**src/hw/rtl/khdc_pkg.sv**
```systemverilog
// Shared types and constants of the keypad hex/decimal converter.
package khdc_pkg;

   typedef enum logic [1:0] {
      FAULT_NONE  = 2'd0,
      FAULT_ERROR = 2'd1,
      FAULT_OVER  = 2'd2
   } fault_type;

   typedef logic [3:0] nibble_type;
   typedef logic [4:0] sym_type;

   // Index 0 is the leftmost digit.
   typedef struct packed {
      nibble_type [3:0] digit;
      logic [1:0]       column;
      logic [2:0]       key_count;
      logic             first_seen;
      fault_type        fault;
   } state_type;

   localparam logic [2:0]  KEYS_FULL    = 3'd4;
   localparam logic [15:0] HEX_DEC_MAX  = 16'h270F;
   localparam nibble_type  DEC_DIGIT_MAX = 4'd9;

   localparam sym_type SYM_U    = 5'd16;
   localparam sym_type SYM_DASH = 5'd17;

   // Fixed display patterns, element 0 is the leftmost symbol.
   localparam logic [3:0][4:0] ERR_PATTERN  = {5'd0, SYM_DASH, SYM_DASH, 5'd14};
   localparam logic [3:0][4:0] OVER_PATTERN = {SYM_DASH, 5'd14, SYM_U, 5'd0};

endpackage

```
**src/hw/rtl/khdc_step.sv**
```systemverilog
// Next-state logic for one event: column scan, key entry and radix conversion.
module khdc_step (
   input  khdc_pkg::state_type cur,
   input  logic                mode,
   input  logic [3:0]          rows_pressed,
   input  logic                side_pressed,
   output khdc_pkg::state_type nxt
);

   logic [15:0] hex_val;
   logic [13:0] v14;
   logic [29:0] prod10;
   logic [29:0] prod100;
   logic [29:0] prod1000;
   logic [9:0]  q10;
   logic [6:0]  q100;
   logic [3:0]  q1000;
   logic [13:0] rem10;
   logic [9:0]  rem100;
   logic [6:0]  rem1000;
   khdc_pkg::nibble_type [3:0] dec_digits;

   logic [13:0] dec_val;
   logic        any_above_nine;
   khdc_pkg::nibble_type [3:0] hex_digits;

   // Hex to decimal: constant divisors through reciprocal multiplies, exact below 10240
   assign hex_val  = {cur.digit[0], cur.digit[1], cur.digit[2], cur.digit[3]};
   assign v14      = hex_val[13:0];
   assign prod10   = 30'(v14) * 30'd52429;
   assign prod100  = 30'(v14) * 30'd5243;
   assign prod1000 = 30'(v14) * 30'd8389;
   assign q10      = prod10[28:19];
   assign q100     = prod100[25:19];
   assign q1000    = prod1000[26:23];
   assign rem10    = v14 - 14'(q10) * 14'd10;
   assign rem100   = q10 - 10'(q100) * 10'd10;
   assign rem1000  = q100 - 7'(q1000) * 7'd10;

   assign dec_digits[0] = q1000;
   assign dec_digits[1] = rem1000[3:0];
   assign dec_digits[2] = rem100[3:0];
   assign dec_digits[3] = rem10[3:0];

   // Decimal to hex
   assign dec_val = 14'(cur.digit[0]) * 14'd1000 + 14'(cur.digit[1]) * 14'd100
                  + 14'(cur.digit[2]) * 14'd10 + 14'(cur.digit[3]);
   assign any_above_nine = (cur.digit[0] > khdc_pkg::DEC_DIGIT_MAX)
                        || (cur.digit[1] > khdc_pkg::DEC_DIGIT_MAX)
                        || (cur.digit[2] > khdc_pkg::DEC_DIGIT_MAX)
                        || (cur.digit[3] > khdc_pkg::DEC_DIGIT_MAX);
   assign hex_digits[0] = {2'b00, dec_val[13:12]};
   assign hex_digits[1] = dec_val[11:8];
   assign hex_digits[2] = dec_val[7:4];
   assign hex_digits[3] = dec_val[3:0];

   always_comb begin
      nxt = cur;
      if (!mode) begin
         nxt.column = cur.column + 2'd1;
      end else if (cur.fault == khdc_pkg::FAULT_NONE) begin
         if (cur.key_count >= khdc_pkg::KEYS_FULL) begin
            if (rows_pressed[3:1] != 3'b000) begin
               nxt.fault = khdc_pkg::FAULT_ERROR;
            end else if (rows_pressed[0]) begin
               // Both conversions in one event leave the entered digits as they are, unless the hex value is over range
               if (hex_val > khdc_pkg::HEX_DEC_MAX) begin
                  nxt.fault = khdc_pkg::FAULT_OVER;
               end else if (!side_pressed) begin
                  nxt.digit = dec_digits;
               end
            end else if (side_pressed) begin
               if (any_above_nine) begin
                  nxt.fault = khdc_pkg::FAULT_OVER;
               end else begin
                  nxt.digit = hex_digits;
               end
            end
         end else begin
            for (int r = 0; r < 4; r++) begin
               if (rows_pressed[r] && (nxt.key_count < khdc_pkg::KEYS_FULL)) begin
                  if (cur.first_seen) begin
                     nxt.digit[0] = nxt.digit[1];
                     nxt.digit[1] = nxt.digit[2];
                     nxt.digit[2] = nxt.digit[3];
                  end
                  nxt.digit[3]   = {cur.column, 2'(r)};
                  nxt.first_seen = 1'b1;
                  nxt.key_count  = nxt.key_count + 3'd1;
               end
            end
         end
      end
   end

endmodule

```
**src/hw/rtl/keypad_hex_decimal_converter.sv**
```systemverilog
// Keypad hex/decimal converter: an event enters an input register, the next
// state and the display are worked out in one pass and land in the result
// register, so every event gives one result, and a new event is taken every
// cycle while the result side keeps up. A scan tick (tuser 0) steps the
// column; a button event (tuser 1) enters keys as 4*column+row until four
// are in, then row 0 converts hex to decimal and the side button decimal to
// hex. Errors and overflows stick until reset.
module keypad_hex_decimal_converter (
   input  logic        clock,
   input  logic        reset,
   input  logic        req_tvalid,
   output logic        req_tready,
   input  logic [7:0]  req_tdata,   // rows_pressed[3:0], side_pressed[4], zero pad
   input  logic [0:0]  req_tuser,   // mode[0]
   output logic        rsp_tvalid,
   input  logic        rsp_tready,
   output logic [31:0] rsp_tdata    // digit_high[4:0], digit_mid_high[9:5],
                                    // digit_mid_low[14:10], digit_low[19:15],
                                    // status[21:20], converting[22],
                                    // scan_column[24:23], zero pad
);

   logic                in_valid_ff;
   logic                mode_ff;
   logic [3:0]          rows_ff;
   logic                side_ff;
   logic                rsp_valid_ff;
   logic [24:0]         rsp_data_ff;
   logic [24:0]         rsp_data_in;
   khdc_pkg::state_type state_ff;
   khdc_pkg::state_type state_in;
   khdc_pkg::sym_type [3:0] sym;
   logic                advance;

   assign advance    = in_valid_ff && (!rsp_valid_ff || rsp_tready);
   assign req_tready = !in_valid_ff || advance;

   khdc_step u_step (
      .cur          (state_ff),
      .mode         (mode_ff),
      .rows_pressed (rows_ff),
      .side_pressed (side_ff),
      .nxt          (state_in)
   );

   always_comb begin
      for (int i = 0; i < 4; i++) begin
         case (state_in.fault)
            khdc_pkg::FAULT_ERROR: sym[i] = khdc_pkg::ERR_PATTERN[i];
            khdc_pkg::FAULT_OVER:  sym[i] = khdc_pkg::OVER_PATTERN[i];
            default:               sym[i] = {1'b0, state_in.digit[i]};
         endcase
      end
      rsp_data_in = {state_in.column,
                     state_in.key_count >= khdc_pkg::KEYS_FULL,
                     state_in.fault,
                     sym[3], sym[2], sym[1], sym[0]};
   end

   // Input register: hold the event until the result stage takes it
   always_ff @(posedge clock) begin
      if (reset) begin
         in_valid_ff <= 1'b0;
      end else if (req_tready) begin
         in_valid_ff <= req_tvalid;
      end
      if (req_tready && req_tvalid) begin
         mode_ff <= req_tuser[0];
         rows_ff <= req_tdata[3:0];
         side_ff <= req_tdata[4];
      end
   end

   // State and result register advance together
   always_ff @(posedge clock) begin
      if (reset) begin
         state_ff     <= '0;
         rsp_valid_ff <= 1'b0;
      end else begin
         if (advance) begin
            state_ff     <= state_in;
            rsp_valid_ff <= 1'b1;
         end else if (rsp_tready) begin
            rsp_valid_ff <= 1'b0;
         end
      end
      if (advance) begin
         rsp_data_ff <= rsp_data_in;
      end
   end

   assign rsp_tvalid = rsp_valid_ff;
   assign rsp_tdata  = {7'b0, rsp_data_ff};

endmodule
```
**config.mk**
```make
export PLATFORM = sky130hd
export DESIGN_NAME = keypad_hex_decimal_converter
export DESIGN_NICKNAME = d
export VERILOG_FILES = /design/src/hw/rtl/khdc_pkg.sv /design/src/hw/rtl/khdc_step.sv /design/src/hw/rtl/keypad_hex_decimal_converter.sv
export SDC_FILE = /design/constraint.sdc
export NUM_CORES = 1
export LEC_CHECK = 0
export BUFFER_PORTS_ARGS = -buffer_cell sky130_fd_sc_hd__buf_2
export CAP_MARGIN = 15
export CELL_PAD_IN_SITES_DETAIL_PLACEMENT = 0
export CELL_PAD_IN_SITES_GLOBAL_PLACEMENT = 1
export CORE_AREA = 2 2 189 145
export CTS_CLUSTER_SIZE = 40
export DETAILED_ROUTE_END_ITERATION = 8
export DIE_AREA = 0 0 191 147
export GPL_ROUTABILITY_DRIVEN = 0
export PLACE_DENSITY = 0.95
export SLEW_MARGIN = 20
export SYNTH_ARGS = -nofsm -noshare
export SYNTH_HDL_FRONTEND = slang
export SYNTH_SLANG_ARGS = --single-unit
```
**constraint.sdc**
```tcl
create_clock -name clock -period 21.5 [get_ports clock]
set_clock_uncertainty 0.05 [all_clocks]
set_input_delay 0 -clock clock [delete_from_list [all_inputs] [get_ports clock]]
set_output_delay 0 -clock clock [all_outputs]
set_load 0.02 [all_outputs]
```
==> metrics.csv, run 1 <==
metric,value,unit
status,completed,
max-slew violations,0,
initial antenna violation count,1,
largest net degree at the start of global routing,52,
layout cells sized above 1,6.24,%
vias per cell,5.71,
crit path time final,7.95,ns
YS warnings,0,
Power Density,48.7,nW/µm²
Synth Instances,1472,
Die X,191,µm
I/O Buffers,35,
Tightest Pin Transition,0.864,ns
Worst setup SP type,register,
number of synthesized flops with an enable pin,30,
# Post-CTS Setup Buffers,0,
Initial DRT Pass Iterations,6,
"count leader, synth",inv_1,
Worst slew margin,42.0,%
FF-to-FF path depth,29,
Hold Path Depth,2,
vias in the first global route,10500,
root buf cell,clkbuf_16,
Synth top area share,28.0,%
final WL,35800,µm
critical path's slowest cell,ha_1,
Worst Path Arrival,7.93,ns
Hold Fails Final Rpt,0,
max incr delay on CP,0.53,ns
Static Leak,7.71,nW
Routed WL per cell,19.2,µm
Max VDD drop,0.0000384,V
first-pass GRT wire length,57000,µm
Critical Path RT,21.49,ns
num ports,47,
final setup vio count,0,
Crit Reg-Reg Startpoint,state_ff[8],
DRC,0,
worst-path maximum fanout,21,
Syn Area/Cell,9.13,µm²
Starting Density,51.0,%
"Distinct cells, synth",86,
RSZ-0062 raised after global routing,false,
Iteration-0 DRC Markers,1114,
Min-Delay Endpoint,state_ff[20],
Row Count,52,
via count,10600,
register bit total from synthesis,56,
CTS tree,yes,
Yosys top cell by area,ha_1,
"Gates resized, CTS repair",0,
post-route ant nets,0,
DIE AREA,28100,µm²
"top cells by count, synth","inv_1, ha_1, fa_1, a21oi_1, nor2_1",
overall routing resource usage,26.3,%
insertion delay to the later sink of the worst-skew pair,0.30,ns
HPWL after DPL,29100,µm
grt total ovfl,0,
Synth async-reset ratio,0,%
"Seq/Total Area, Yosys",10.6,%
period utilization,37.0,%
CP endpoint kind,register,
Post-Syn Area,13400,µm²
min-delay worst type,primary input to register,
Die H,147,µm
reg2reg end,rsp_data_ff[13],
maximum clock rate,0.126,GHz
cells taking the most area after synthesis,"ha_1, fa_1, inv_1",
Sink Count,56,
Post-Layout Cell Count,1858,
synthesis-to-layout area growth,5.75,%
nets,1967,
fillers,2402,
CTS H-tree lvls,2,
Max Buffers Root-to-Sink,2,
max cap viols,0,
Worst-path clk slew,0.07,ns
setup_tns,0,ns
Placed Instances,1841,
Hold Path Origin,reset,
critical path type,register to register,
Main synth FF type,edfxtp_1,
CTS Buf Count,5,
r2r setup slk,13.55,ns
Core Area,26400,µm²
[stage by stage]
step,hold WS [ns],total power [W],util (%),cell area [µm²],worst slack [ns]
6_report,0.138,0.000693,54.0,14200,13.55
4_1_cts,0.124,0.000688,53.9,14200,13.62
3_5_place_dp,0.129,0.000600,53.1,14000,13.68
2_1_floorplan,0.0489,0.000480,-,13500,14.31
5_1_grt,0.132,0.000765,53.9,14200,13.15
3_3_place_gp,0.127,0.000587,53.1,14000,13.73
[logic make-up after synthesis]
logic type	Yosys count	share of synthesized area, %
AO/OA/AOI/OAI	289	14.5
XOR/XNOR	56	3.85
adder cells (fa/ha/maj)	449	50.1
buffers and inverters	347	10.2
flip-flops	56	10.6
multiplexers	14	1.09
other	1	0.0279
AND/OR/NAND/NOR	260	9.71
[worst max path at each step]
stage,from,end
6_report,state_ff[8],rsp_data_ff[13]
5_1_grt,state_ff[8],rsp_data_ff[13]
4_1_cts,state_ff[8],rsp_data_ff[13]
3_5_place_dp,state_ff[8],rsp_data_ff[13]
3_3_place_gp,state_ff[8],rsp_data_ff[13]
2_1_floorplan,state_ff[8],rsp_data_ff[13]
[flip-flops by register name, indices dropped and copies added, names as in the netlist, named ones only]
| name | cells |
|---|---|
| rsp_data_ff | 24 |
| state_ff | 22 |
| rows_ff | 4 |
| in_valid_ff | 1 |
| mode_ff | 1 |
| rsp_tvalid | 1 |
| side_ff | 1 |
[cell type report]
cell class              count  area (µm²)  share of cell area [%]
clock buffers               6         129                   0.907
clock inverters             2        16.3                   0.114
inverters                 306        1150                    8.08
flip-flops and latches     56        1420                    10.0
multi-input cells        1076       10700                    75.1
repair buffers             60         383                    2.69
well taps                 351         439                    3.09
diodes                      1        2.50                  0.0176
[power by group]
part           total [W]  internal [W]  switching [W]
registers       0.000124      0.000119     0.00000461
clock network  0.0000813     0.0000435      0.0000378
logic           0.000487      0.000195       0.000293
total           0.000693      0.000358       0.000335
[placed cells by master (no fill, tap or decap), types with 7 or more instances in the layout]
master	synthesis	final
inv_1	305	305
ha_1	301	301
fa_1	148	148
nor2_1	82	82
a21oi_1	82	82
nand2_1	58	58
o21ai_0	49	49
xnor2_1	37	37
buf_2	5	35
edfxtp_1	30	30
dfxtp_1	26	26
a21o_1	22	22
a211oi_1	21	21
nor3_1	20	19
nand3_1	19	19
xor2_1	17	17
buf_4	12	17
o22ai_1	13	13
nor2b_1	11	11
a31oi_1	11	11
nand2b_1	9	9
or3_1	9	9
and3_1	9	9
mux2i_1	9	9
o31ai_1	9	9
conb_1	1	8
dlygate4sd3_1	0	8
nand4_1	7	7
and2_1	7	7
[per-layer routing]
| metal | GRT usage (%) | part of all wire (%) | vias up |
|---|---|---|---|
| met2 | 36.9 | 40 | 481 |
| met3 | 7.31 | 12 | 37 |
| li1 | - | - | 5018 |
| met4 | 4.57 | 1.5 | 0 |
| met5 | 0 | 0 | - |
| met1 | 40.3 | 47 | 5064 |
[what timing repair did]
| item | in CTS | in global routing |
|---|---|---|
| endpoints found under the hold margin | 8 | 0 |
| hold buffers | 8 | 0 |
| setup endpoints to repair | 0 | 0 |
[worst max-delay path: cells and delay by family (launching register included)]
kind / cells / cell delay (ns)
xor gates and xnor gates: 8 / 1.44
DFF: 1 / 0.31
AOI/OAI and AO/OA: 5 / 1.12
and+or+nand+nor: 1 / 0.13
adders and majority gates: 9 / 3.63
buffers and inverters: 6 / 0.95
(Power assumes the default switching activity.)
==> run 2, diff against run 1 <==
--- a/config.mk
+++ b/config.mk
@@ -9,10 +9,10 @@
 export CAP_MARGIN = 15
 export CELL_PAD_IN_SITES_DETAIL_PLACEMENT = 0
 export CELL_PAD_IN_SITES_GLOBAL_PLACEMENT = 1
-export CORE_AREA = 2 2 189 145
+export CORE_AREA = 2 2 191 146
 export CTS_CLUSTER_SIZE = 40
 export DETAILED_ROUTE_END_ITERATION = 8
-export DIE_AREA = 0 0 191 147
+export DIE_AREA = 0 0 193 148
 export GPL_ROUTABILITY_DRIVEN = 0
 export PLACE_DENSITY = 0.95
 export SLEW_MARGIN = 20
==> constraint.sdc (replaced) <==
create_clock -name clock -period 7.8 [get_ports clock]
set_clock_uncertainty 0.05 [all_clocks]
set_input_delay 0 -clock clock [delete_from_list [all_inputs] [get_ports clock]]
set_output_delay 0 -clock clock [all_outputs]
set_load 0.02 [all_outputs]
==> run 2 against run 1 <==
Effect of this change:
- total power rose to 2.8 times the previous value
- maximum frequency up 4.7%
- final cell count up 1.2%
- count of clock-buffer cells in the layout unchanged
- final area up 1.3%
- die area up 1.7%
- clock power rose to 2.9 times the previous value
- hold slack worse by 0.0082 ns
- sequential share of layout area down 0.12 points
- largest cell class unchanged
- highest routed layer is now met5
==> metrics.csv, run 2 (synthesis results as in run 1) <==
metric,value,unit,change
Comb power frac,69.7,%,-0.7 points
setup_tns,0,ns,unchanged
"commonest cells after routing, fill and taps aside","inv_1, ha_1, fa_1",,
Initial DRT Pass Iterations,6,,unchanged
Die X,193,µm,+1.0%
max-slew violations,0,,unchanged
Max VDD drop,0.000115,V,+200%
final setup vio count,0,,unchanged
Power Density,135,nW/µm²,+180%
largest reg by FF count,rsp_data_ff,,
nets,1991,,+1.2%
Multi-input gate area,10700,µm²,unchanged
overall routing resource usage,27.1,%,+0.84 points
layout cells sized above 1,7.78,%,+1.5 points
Hold Fails Final Rpt,0,,unchanged
Worst Path Arrival,7.58,ns,-0.35 ns
Max Buffers Root-to-Sink,2,,unchanged
CP endpoint kind,register,,
DIE AREA,28600,µm²,+1.7%
Tightest Pin Transition,0.926,ns,+0.0619 ns
vias per cell,5.79,,+1.5%
synthesis-to-layout area growth,7.08,%,
"most common cell after layout, fill and taps aside",inv_1,,
post-route ant nets,0,,unchanged
Register Area,1420,µm²,about the same
maximum clock rate,0.132,GHz,+4.7%
Internal Power,0.000999,W,+180%
DRC,0,,unchanged
Die H,148,µm,+0.68%
root buf cell,clkbuf_16,,
Row Count,52,,unchanged
I/O Buffers,35,,unchanged
min-delay worst type,primary input to register,,
period utilization,97.3,%,+60 points
HPWL after DPL,31800,µm,+9.0%
# Post-CTS Setup Buffers,0,,unchanged
critical path type,register to register,,
max incr delay on CP,0.64,ns,+0.11 ns
max reg flops,24,,unchanged
Sink Count,56,,unchanged
DP Worst Slack,0.374,ns,-13.30 ns
critical path's slowest cell,dfxtp_1,,
Critical Path RT,7.80,ns,-13.69 ns
initial antenna violation count,1,,unchanged
biggest regs,"rsp_data_ff: 24 flops, state_ff: 22 flops, rows_ff: 4 flops",,
grt total ovfl,0,,unchanged
insertion delay to the later sink of the worst-skew pair,0.31,ns,about the same
Worst setup SP type,register,,
status,completed,,
Switch Pwr,0.000943,W,+180%
worst setup margin,0.212,ns,-13.34 ns
CP cell instances,buf_4 -> buf_4 -> ha_1 -> ha_1 -> fa_1 -> inv_1 -> fa_1 -> inv_1 -> fa_1 -> fa_1 -> ha_1 -> and3_1 -> a21oi_1 -> o21ai_0 -> xnor2_1 -> ha_1 -> fa_1 -> xnor2_1 -> xnor2_1 -> xnor2_1 -> xnor2_1 -> xnor3_1 -> a21oi_1 -> a21oi_1,,
CTS H-tree lvls,2,,unchanged
largest net degree at the start of global routing,34,,-35%
Iteration-0 DRC Markers,1160,,+4.1%
# diodes,0,,-1
RSZ-0062 raised after global routing,false,,
Worst-path clk slew,0.08,ns,about the same
fillers,2411,,+0.37%
Static Leak,7.83,nW,+1.5%
Switching Share,48.6,%,+0.20 points
CTS tree,yes,,
vias in the first global route,10600,,+0.93%
Routed WL per cell,20.0,µm,+4.2%
clock power share,12.0,%,+0.3 points
first-pass GRT wire length,59100,µm,+3.7%
Worst slew margin,38.2,%,-3.9 points
crit path time final,7.59,ns,-0.358 ns
num ports,47,,unchanged
CTS Buf Count,5,,unchanged
Core Area,26700,µm²,+1.2%
Starting Density,50.4,%,-0.62 points
via count,10900,,+2.8%
final WL,37700,µm,+5.5%
worst-path maximum fanout,9,,-57%
max cap viols,0,,unchanged
Seq pwr share,18.3,%,+0.4 points
## run 2: cell count changes in the layout (fill, tap and decap cells not counted)
| cell | before | now |
|---|---|---|
| buf_4 | 17 | 41 |
| diode_2 | 1 | 0 |
| dfxtp_2 | 0 | 1 |
| dfxtp_1 | 26 | 25 |
## run 2: final cells by class
cell class,count,area share (%)
Sequential cell,56,9.88
Tap cell,351,3.05
Timing Repair Buffer,84,3.91
Clock inverter,2,0.113
Multi-Input combinational cell,1076,74.2
Inverter,306,7.98
Clock buffer,6,0.895
## run 2: final timing paths
| kind | start | cells after the start | slack [ns] | endpoint |
|---|---|---|---|---|
| worst min register to register | in_valid_ff | 2 | 0.48 | rsp_tvalid |
| worst max-delay path | state_ff[15] | 24 | 0.21 | rsp_data_ff[13] |
| worst min-delay path | reset | 2 | 0.13 | state_ff[1] |
| worst max register to register | state_ff[15] | 24 | 0.21 | rsp_data_ff[13] |
## run 2: through the flow
step           util (%)  std cells  area, µm²  power [W]  hold WS [ns]
3_3_place_gp       53.1       1865      14200    0.00164         0.127
3_5_place_dp       53.1       1865      14200    0.00168         0.129
6_report           54.0       1881      14400    0.00194         0.130
2_1_floorplan         -       1479      13500    0.00132        0.0489
5_1_grt            54.0       1881      14400    0.00214         0.155
4_1_cts            54.0       1881      14400    0.00192         0.123
## run 2: what timing repair did
item / in CTS / in global routing
hold endpoints to repair: 8 / 0
resized for setup: 0 / 1
setup endpoints to repair: 0 / 1
hold buffers: 8 / 0
## run 2: routing by layer
| layer | vias up | share of wire, % | routed length (µm) | track usage (%) |
|---|---|---|---|---|
| met2 | 500 | 40 | 15200 | 38.1 |
| met4 | 4 | 1.9 | 729 | 4.17 |
| li1 | 5061 | - | - | - |
| met1 | 5262 | 44 | 16700 | 40.2 |
| met3 | 65 | 13 | 4950 | 9.73 |
| met5 | - | 0.26 | 99 | 2.27 |
## run 2: power groups by stage
stage	Combinational [W]	Clock, W	Sequential, W
2_1_floorplan	0.000955	0	0.000369
3_3_place_gp	0.00128	0	0.000358
3_5_place_dp	0.00132	0	0.000360
4_1_cts	0.00134	0.000231	0.000353
5_1_grt	0.00154	0.000244	0.000356
6_report	0.00135	0.000233	0.000355
## run 2: critical path, delay by kind of cell, from the launching register on
kind / cells / cell delay (ns)
adders and majority gates: 9 / 3.58
AOI/OAI and AO/OA: 4 / 0.97
xor gates and xnor gates: 6 / 1.24
buffers and inverters: 4 / 0.61
and+or+nand+nor: 1 / 0.23
DFF: 1 / 0.64
